**src/hdl/drd_pkg.sv**
```systemverilog
// Shared types and constants for the delimited record deframer.
// Used by drd_ctrl, drd_datapath and delimited_record_deframer; depends on nothing.
`default_nettype none

package drd_pkg;

    localparam int MAX_RECORD = 64;
    localparam int ADDR_W     = $clog2(MAX_RECORD);
    localparam int CNT_W      = ADDR_W + 1;
    localparam int CFG_IDX_W  = 2;

    localparam logic [7:0] CONTINUE_RESET = 8'd10;
    localparam logic [7:0] END_RESET      = 8'd13;

    localparam logic [CFG_IDX_W-1:0] CFG_CONTINUE = 2'd0;
    localparam logic [CFG_IDX_W-1:0] CFG_END      = 2'd1;

    typedef enum logic [1:0] {
        KIND_BYTE     = 2'd0,
        KIND_EMPTY    = 2'd1,
        KIND_OVERFLOW = 2'd2
    } kind_t;

    typedef enum logic {
        ST_IDLE = 1'b0,
        ST_READ = 1'b1
    } state_t;

    // Controller to datapath.
    typedef struct packed {
        logic store_byte;
        logic set_ovf;
        logic load_single;
        logic start_read;
        logic load_byte;
        logic clear_record;
    } cmd_t;

    // Datapath to controller.
    typedef struct packed {
        logic is_term;
        logic rec_empty;
        logic ovf;
        logic full;
        logic rd_last;
        logic out_free;
    } sts_t;

endpackage

`default_nettype wire

```
**src/hdl/drd_ctrl.sv**
```systemverilog
// Controller state machine of the deframer: accepts bytes and sequences readout.
// Depends on drd_pkg.
`default_nettype none

module drd_ctrl (
    input  wire logic          clk,
    input  wire logic          rst_n,
    input  wire logic          in_valid,
    output logic               in_ready,
    input  wire drd_pkg::sts_t sts,
    output drd_pkg::cmd_t      cmd
);
    import drd_pkg::*;

    state_t state_reg;
    state_t state_next;
    logic   accept;

    assign in_ready = (state_reg == ST_IDLE) && sts.out_free;
    assign accept   = in_valid && in_ready;

    always_ff @(posedge clk or negedge rst_n)
    begin
        if (!rst_n)
        begin
            state_reg <= ST_IDLE;
        end
        else
        begin
            state_reg <= state_next;
        end
    end

    always_comb
    begin
        state_next = state_reg;
        case (state_reg)
            ST_IDLE:
            begin
                if (accept && sts.is_term && !sts.ovf && !sts.rec_empty)
                begin
                    state_next = ST_READ;
                end
            end
            ST_READ:
            begin
                if (sts.out_free && sts.rd_last)
                begin
                    state_next = ST_IDLE;
                end
            end
            default: state_next = ST_IDLE;
        endcase
    end

    always_comb
    begin
        cmd = '0;
        case (state_reg)
            ST_IDLE:
            begin
                if (accept)
                begin
                    if (sts.is_term)
                    begin
                        if (sts.ovf || sts.rec_empty)
                        begin
                            cmd.load_single  = 1'b1;
                            cmd.clear_record = 1'b1;
                        end
                        else
                        begin
                            cmd.start_read = 1'b1;
                        end
                    end
                    else if (!sts.ovf)
                    begin
                        cmd.store_byte = !sts.full;
                        cmd.set_ovf    = sts.full;
                    end
                end
            end
            ST_READ:
            begin
                if (sts.out_free)
                begin
                    cmd.load_byte    = 1'b1;
                    cmd.clear_record = sts.rd_last;
                end
            end
            default: cmd = '0;
        endcase
    end

endmodule

`default_nettype wire

```
**src/hdl/drd_datapath.sv**
```systemverilog
// Datapath of the deframer: terminator registers, record store, count and result register.
// Depends on drd_pkg; driven by drd_ctrl.
`default_nettype none

module drd_datapath (
    input  wire logic                            clk,
    input  wire logic                            rst_n,
    input  wire logic                            cfg_valid,
    input  wire logic [drd_pkg::CFG_IDX_W-1:0]   cfg_index,
    input  wire logic [7:0]                      cfg_data,
    input  wire logic [7:0]                      rx_byte,
    input  wire drd_pkg::cmd_t                   cmd,
    output drd_pkg::sts_t                        sts,
    output logic                                 out_valid,
    input  wire logic                            out_ready,
    output logic [1:0]                           kind,
    output logic [7:0]                           data_byte,
    output logic                                 is_final,
    output logic                                 last
);
    import drd_pkg::*;

    logic [7:0]        cont_reg;
    logic [7:0]        end_reg;
    logic [7:0]        mem [MAX_RECORD];
    logic [CNT_W-1:0]  count_reg;
    logic              ovf_reg;
    logic [ADDR_W-1:0] rd_ptr_reg;
    logic              fin_reg;
    logic              out_valid_reg;
    kind_t             kind_reg;
    logic [7:0]        data_reg;
    logic              final_reg;
    logic              last_reg;
    logic              rx_fin;
    logic              loading;

    assign rx_fin  = (rx_byte == end_reg);
    assign loading = cmd.load_single || cmd.load_byte;

    assign sts.is_term   = (rx_byte == cont_reg) || rx_fin;
    assign sts.rec_empty = (count_reg == '0);
    assign sts.ovf       = ovf_reg;
    assign sts.full      = (count_reg >= CNT_W'(MAX_RECORD));
    assign sts.rd_last   = ({1'b0, rd_ptr_reg} == (count_reg - CNT_W'(1)));
    assign sts.out_free  = !out_valid_reg || out_ready;

    always_ff @(posedge clk or negedge rst_n)
    begin
        if (!rst_n)
        begin
            cont_reg <= CONTINUE_RESET;
            end_reg  <= END_RESET;
        end
        else if (cfg_valid)
        begin
            case (cfg_index)
                CFG_CONTINUE: cont_reg <= cfg_data;
                CFG_END:      end_reg  <= cfg_data;
                default:      ;
            endcase
        end
    end

    always_ff @(posedge clk or negedge rst_n)
    begin
        if (!rst_n)
        begin
            count_reg     <= '0;
            ovf_reg       <= 1'b0;
            out_valid_reg <= 1'b0;
        end
        else
        begin
            if (cmd.clear_record)
            begin
                count_reg <= '0;
                ovf_reg   <= 1'b0;
            end
            else
            begin
                if (cmd.store_byte)
                begin
                    count_reg <= count_reg + CNT_W'(1);
                end
                if (cmd.set_ovf)
                begin
                    ovf_reg <= 1'b1;
                end
            end
            if (loading)
            begin
                out_valid_reg <= 1'b1;
            end
            else if (out_ready)
            begin
                out_valid_reg <= 1'b0;
            end
        end
    end

    // Record store; the read port doubles as the data byte of the result register.
    always_ff @(posedge clk)
    begin
        if (cmd.store_byte)
        begin
            mem[count_reg[ADDR_W-1:0]] <= rx_byte;
        end
        if (cmd.load_byte)
        begin
            data_reg <= mem[rd_ptr_reg];
        end
        else if (cmd.load_single)
        begin
            data_reg <= 8'd0;
        end
    end

    always_ff @(posedge clk)
    begin
        if (cmd.start_read)
        begin
            rd_ptr_reg <= '0;
            fin_reg    <= rx_fin;
        end
        else if (cmd.load_byte)
        begin
            rd_ptr_reg <= rd_ptr_reg + ADDR_W'(1);
        end
        if (cmd.load_single)
        begin
            kind_reg  <= ovf_reg ? KIND_OVERFLOW : KIND_EMPTY;
            final_reg <= rx_fin;
            last_reg  <= 1'b1;
        end
        else if (cmd.load_byte)
        begin
            kind_reg  <= KIND_BYTE;
            final_reg <= fin_reg;
            last_reg  <= sts.rd_last;
        end
    end

    assign out_valid = out_valid_reg;
    assign kind      = kind_reg;
    assign data_byte = data_reg;
    assign is_final  = final_reg;
    assign last      = last_reg;

endmodule

`default_nettype wire

```
**src/hdl/delimited_record_deframer.sv**
```systemverilog
// Top level of the delimited record deframer: joins controller and datapath.
// Depends on drd_pkg, drd_ctrl and drd_datapath.
//
//   channel  direction  handshake              payload
//   in       sink       in_valid / in_ready    rx_byte
//   out      source     out_valid / out_ready  kind, data_byte, is_final, last
//   cfg      sink       cfg_valid / cfg_ready  cfg_index, cfg_data
//
// An input request is taken whenever no readout is in progress and the result
// register is free or being drained in that cycle. A terminator of a non-empty
// record without overflow holds input off while the store is read out, one byte
// per cycle through the single read port when the output does not stall.
// Reset clears the count, the overflow flag and the result valid flag and sets
// the terminators to 10 and 13; the record store itself is not cleared.
`default_nettype none

module delimited_record_deframer (
    input  wire logic                           clk,
    input  wire logic                           rst_n,
    input  wire logic                           in_valid,
    output logic                                in_ready,
    input  wire logic [7:0]                     rx_byte,
    output logic                                out_valid,
    input  wire logic                           out_ready,
    output logic [1:0]                          kind,
    output logic [7:0]                          data_byte,
    output logic                                is_final,
    output logic                                last,
    input  wire logic                           cfg_valid,
    output logic                                cfg_ready,
    input  wire logic [drd_pkg::CFG_IDX_W-1:0]  cfg_index,
    input  wire logic [7:0]                     cfg_data
);
    import drd_pkg::*;

    cmd_t cmd;
    sts_t sts;

    assign cfg_ready = 1'b1;

    drd_ctrl u_ctrl (
        .clk      (clk),
        .rst_n    (rst_n),
        .in_valid (in_valid),
        .in_ready (in_ready),
        .sts      (sts),
        .cmd      (cmd)
    );

    drd_datapath u_dp (
        .clk       (clk),
        .rst_n     (rst_n),
        .cfg_valid (cfg_valid),
        .cfg_index (cfg_index),
        .cfg_data  (cfg_data),
        .rx_byte   (rx_byte),
        .cmd       (cmd),
        .sts       (sts),
        .out_valid (out_valid),
        .out_ready (out_ready),
        .kind      (kind),
        .data_byte (data_byte),
        .is_final  (is_final),
        .last      (last)
    );

    // An empty or discarded record shows up as a single result with last set.
    a_single_result: assert property (@(posedge clk) disable iff (!rst_n)
        cmd.load_single |=> out_valid && last && (kind != KIND_BYTE))
        else $error("single result not presented");

    // Results other than record bytes carry a zero data byte and close the request.
    a_nonbyte_zero: assert property (@(posedge clk) disable iff (!rst_n)
        (out_valid && (kind != KIND_BYTE)) |-> (data_byte == 8'd0) && last)
        else $error("non-byte result with data or without last");

    // The final byte of a readout is flagged last and no input is taken meanwhile.
    a_readout_last: assert property (@(posedge clk) disable iff (!rst_n)
        (cmd.load_byte && sts.rd_last) |=> out_valid && last && (kind == KIND_BYTE))
        else $error("readout did not end with last");

    a_no_input_in_readout: assert property (@(posedge clk) disable iff (!rst_n)
        cmd.load_byte |-> !in_ready)
        else $error("input taken during readout");

endmodule

`default_nettype wire
```
**config.mk**
```make
export PLATFORM = sky130hd
export DESIGN_NAME = delimited_record_deframer
export DESIGN_NICKNAME = d
export VERILOG_FILES = /design/src/hdl/drd_pkg.sv /design/src/hdl/drd_ctrl.sv /design/src/hdl/drd_datapath.sv /design/src/hdl/delimited_record_deframer.sv
export SDC_FILE = /design/constraint.sdc
export NUM_CORES = 1
export LEC_CHECK = 0
export BUFFER_PORTS_ARGS = -buffer_cell sky130_fd_sc_hd__buf_2
export CAP_MARGIN = 20
export CORE_UTILIZATION = 50
export DETAILED_ROUTE_END_ITERATION = 12
export GPL_ROUTABILITY_DRIVEN = 0
export HOLD_SLACK_MARGIN = 0.1
export PLACE_DENSITY_LB_ADDON = 0.15
export SYNTH_ARGS = -nofsm -noshare
export SYNTH_HDL_FRONTEND = slang
export SYNTH_SLANG_ARGS = --single-unit
```
**constraint.sdc**
```tcl
create_clock -name clk -period 2.9 [get_ports clk]
set_clock_uncertainty 0.05 [all_clocks]
set_input_delay 0.58 -clock clk [delete_from_list [all_inputs] [get_ports clk]]
set_output_delay 0.58 -clock clk [all_outputs]
set_load 0.02 [all_outputs]
```
==> key figures <==
Floorplan
  • Starting Density: 0.5054
  • Die Span X: roughly 210 um
  • Core area: roughly 0.044 mm^2
  • Num ports: 38
  • Die H: ~210 um
  • Row Count: 77
  • Die ar.: 0.04545 mm^2

Setup path
  • Slowest CP cell: mux4_1
  • CP Capture Type: flop
  • Crit path required time: 3.18 ns
  • CP arrival: ~3 ns
  • Crit path top cell by count: o21ai_0
  • R2R setup slack: approximately 0.22 ns
  • FF-to-FF End: u_dp.data_byte[7]
  • CP Launch Type: flop
  • R2r worst-path depth: 6
  • Critical path type: reg -> reg
  • Largest stage delay, worst path: around 0.60 ns
  • CP Max Fanout: 15
  • Cells along the critical path: buf_12, mux4_1, mux2_2, a22o_1, o21ai_0, o21ai_0

Worst hold path
  • WHS Endpoint: u_dp.end_reg[1]
  • HP Start: cfg_data[1]
  • Worst Hold Class: in -> reg
  • Hold depth: 2

Drt
  • Vias/cell: approximately 5.9
  • Vias: 11,280
  • Drt drc: 0
  • DRT antenna net count: 0
  • Drt initial violations: slightly above 900
  • Wire length per cell: around 27 um
  • WL final: about 51,000 um
  • 1st-pass router iterations: 5

Power and ir drop
  • Switching Fraction: 0.2917
  • Peak VDD IR: ~0.00052 V
  • Flop pwr share: 0.427
  • Clock power frac: 0.305
  • Logic pwr share: 0.268
  • Lkg Pwr: about 8.4 nW
  • Cell Pwr Density: roughly 880 mW/mm^2
  • P_int: between 15 and 20 mW
  • Final Power: ~23 mW
  • P_sw: about 6.6 mW

GRT
  • Initial antenna violation count: 0
  • Gr usage total: 0.2366
  • Largest net degree at the start of global routing: between 60 and 70
  • GRT overflow: 0
  • Vias in the first global route: around 11,000
  • First-pass GRT wire length: approximately 76,000 um

Synth
  • Sequential area share after synthesis: 0.7466
  • #FFs+latches synth: between 500 and 600
  • Most frequent cells after synthesis: 524 x edfxtp_1, 118 x mux4_2, 79 x nor2_1
  • Most common cell in the netlist: edfxtp_1
  • Post-Syn Area: between 0.02 and 0.025 mm^2
  • Share of synthesized registers carrying an async set or reset: 0.04618
  • Number of flops mapped to enable cells by yosys: 524
  • Cell variety after synth: 58
  • Syn_nets: 1,131
  • Main area contributors after synthesis: edfxtp_1 71%, mux4_2 12%, dfrtp_1 2.4%
  • Synth top area share: 0.7055
  • Post-Synthesis Cells: about 1,100
  • Post-synth top area cell: edfxtp_1
  • Synth Warn #: 0
  • Synth Area per Inst: a little over 20 um^2
  • Synth Flop Type: edfxtp_1

Timing
  • Unrepaired setup endpoints after global routing: false
  • Fmax: approximately 0.37 GHz
  • Crit path time final: 2.684 ns
  • Fin. Hold Viols: 0
  • Worst-Margin Slew: between 0.7 and 0.8 ns
  • Final setup fails: 0
  • Final slew viol count: 0
  • Fin crit share: 0.9257
  • Setup TNS Final: 0 ns
  • Slew headroom: 0.4694

CTS
  • Worst-Skew Late Latency: about 0.6 ns
  • CTS tree: built
  • Num CTS Buffers: 56
  • Setup repair bufs after CTS: 0
  • CTS Sinks: between 500 and 600
  • Cts hold-fix bufs: 1
  • Clock Pin Slew Worst Setup and Hold Paths: about 0.06 ns
  • CTS Buffer Depth: 3
  • Clock root cell: clkbuf_16
  • CTS resizes: 0
  • Max H-tree Level: 2

Outcome
  • Status: completed

Finish
  • Layout cell share with drive strength beyond 1: 0.3008
  • Fin cells: roughly 1,900
  • Fill count: ~3,300
  • Max reg flops: slightly above 500
  • Nets: 1,298
  • Area growth syn-to-layout: 15.37%
  • # diodes: 0
  • Design area: ~0.026 mm^2
  • Finished Core Util: 0.5831

Flow run
  • Max-Cap Viols: 0

Placed design
  • Post-DP Area: 0.02399 mm^2
  • Detail Placement HPWL: between 30,000 and 40,000 um
  • Dpl cells: 1,805
  • I/O Buffers: 36
## worst max path at each step
stage,startpoint,to,depth (start not counted)
floorplan,out_ready,u_dp.mem[63][0],6
global placement,rx_byte[5],u_dp.mem[35][5],8
detailed placement,rx_byte[5],u_dp.mem[1][1],8
CTS,u_dp.count_reg[0],u_dp.data_byte[1],7
global route,u_dp.count_reg[0],u_dp.kind[0],7
finish,flop,u_dp.data_byte[7],6
## layout make-up
type / count / area (um^2) / area share
Timing Repair Buffer: 162 / 1266 / 0.04921
Clock inverter: 22 / 203.9 / 0.007926
Inverter: 6 / 22.52 / 0.0008753
Multi-Input combinational cell: 483 / 5303 / 0.2061
Sequential cell: 563 / 16660 / 0.6476
Tap cell: 592 / 740.7 / 0.02879
Clock buffer: 77 / 1531 / 0.05952
## routing by layer
| metal | wire (um) | GRT usage | vias up |
|---|---|---|---|
| met4 | 1340 | 0.07660 | 0 |
| met3 | 3489 | 0.04177 | 85 |
| met2 | 24280 | 0.3650 | 402 |
| met5 | 0 | 0 | - |
| li1 | - | - | 4873 |
| met1 | 22320 | 0.3446 | 5923 |
## metrics by stage
stage                     setup slack, ns  hold WS [ns]
after detailed placement         -0.07096        0.4201
final                              0.2155        0.1805
after floorplan                    0.3885        0.2344
after global routing               0.1127        0.1709
after global placement            0.02012        0.4152
after CTS                          0.2833        0.1415
## power groups by stage
stage | registers, mW | logic, mW | clock network [mW]
final | 9.72 | 6.10 | 6.95
after global routing | 9.78 | 6.50 | 7.38
after CTS | 9.73 | 6.17 | 7.08
after detailed placement | 9.89 | 6.14 | 0
after global placement | 9.89 | 6.11 | 0
after floorplan | 9.65 | 4.15 | 0
## placed cells by master (no fill, tap or decap), types with 4 or more instances in the layout
| cell type | count |
|---|---|
| edfxtp_1 | 524 |
| mux4_2 | 118 |
| buf_4 | 114 |
| nor2_1 | 79 |
| clkbuf_16 | 57 |
| mux2i_1 | 46 |
| buf_2 | 36 |
| nand2_1 | 25 |
| mux2_2 | 24 |
| xor2_1 | 21 |
| dfrtp_1 | 21 |
| clkbuf_1 | 17 |
| o21ai_0 | 14 |
| nand3_1 | 14 |
| o221ai_1 | 11 |
| nand4_1 | 11 |
| clkinv_1 | 11 |
| buf_12 | 11 |
| a21oi_1 | 10 |
| dfxtp_1 | 10 |
| a22oi_1 | 9 |
| xnor2_1 | 8 |
| mux4_1 | 7 |
| nor2b_1 | 7 |
| a22o_1 | 6 |
| o22ai_1 | 6 |
| inv_1 | 6 |
| a211oi_1 | 6 |
| nor3_1 | 5 |
| or3_1 | 5 |
| clkinv_2 | 5 |
| dfstp_2 | 5 |
| and2_1 | 4 |
| nor4_2 | 4 |
| bufinv_16 | 4 |
## critical path, delay by kind of cell (launching register included)
| kind | cells | cell delay (ns) |
|---|---|---|
| multiplexers | 2 | 0.92 |
| AO/OA/AOI/OAI | 3 | 0.72 |
| flip-flops | 1 | 0.50 |
| buffers and inverters | 1 | 0.21 |
## cell families (layout without fill, tap and decap cells)
logic type      Yosys count  after routing  share of synthesized area
simple gates            173            173                    0.03826
mux                     196            196                     0.1607
fa+ha+maj                 3              3                   0.001683
flops                   563            563                     0.7466
buf+inv                  59            267                    0.01560
xor+xnor                 29             29                    0.01139
other cells               1              1                  0.0001681
compound gates           81             81                    0.02558
(Power assumes the default switching activity.)
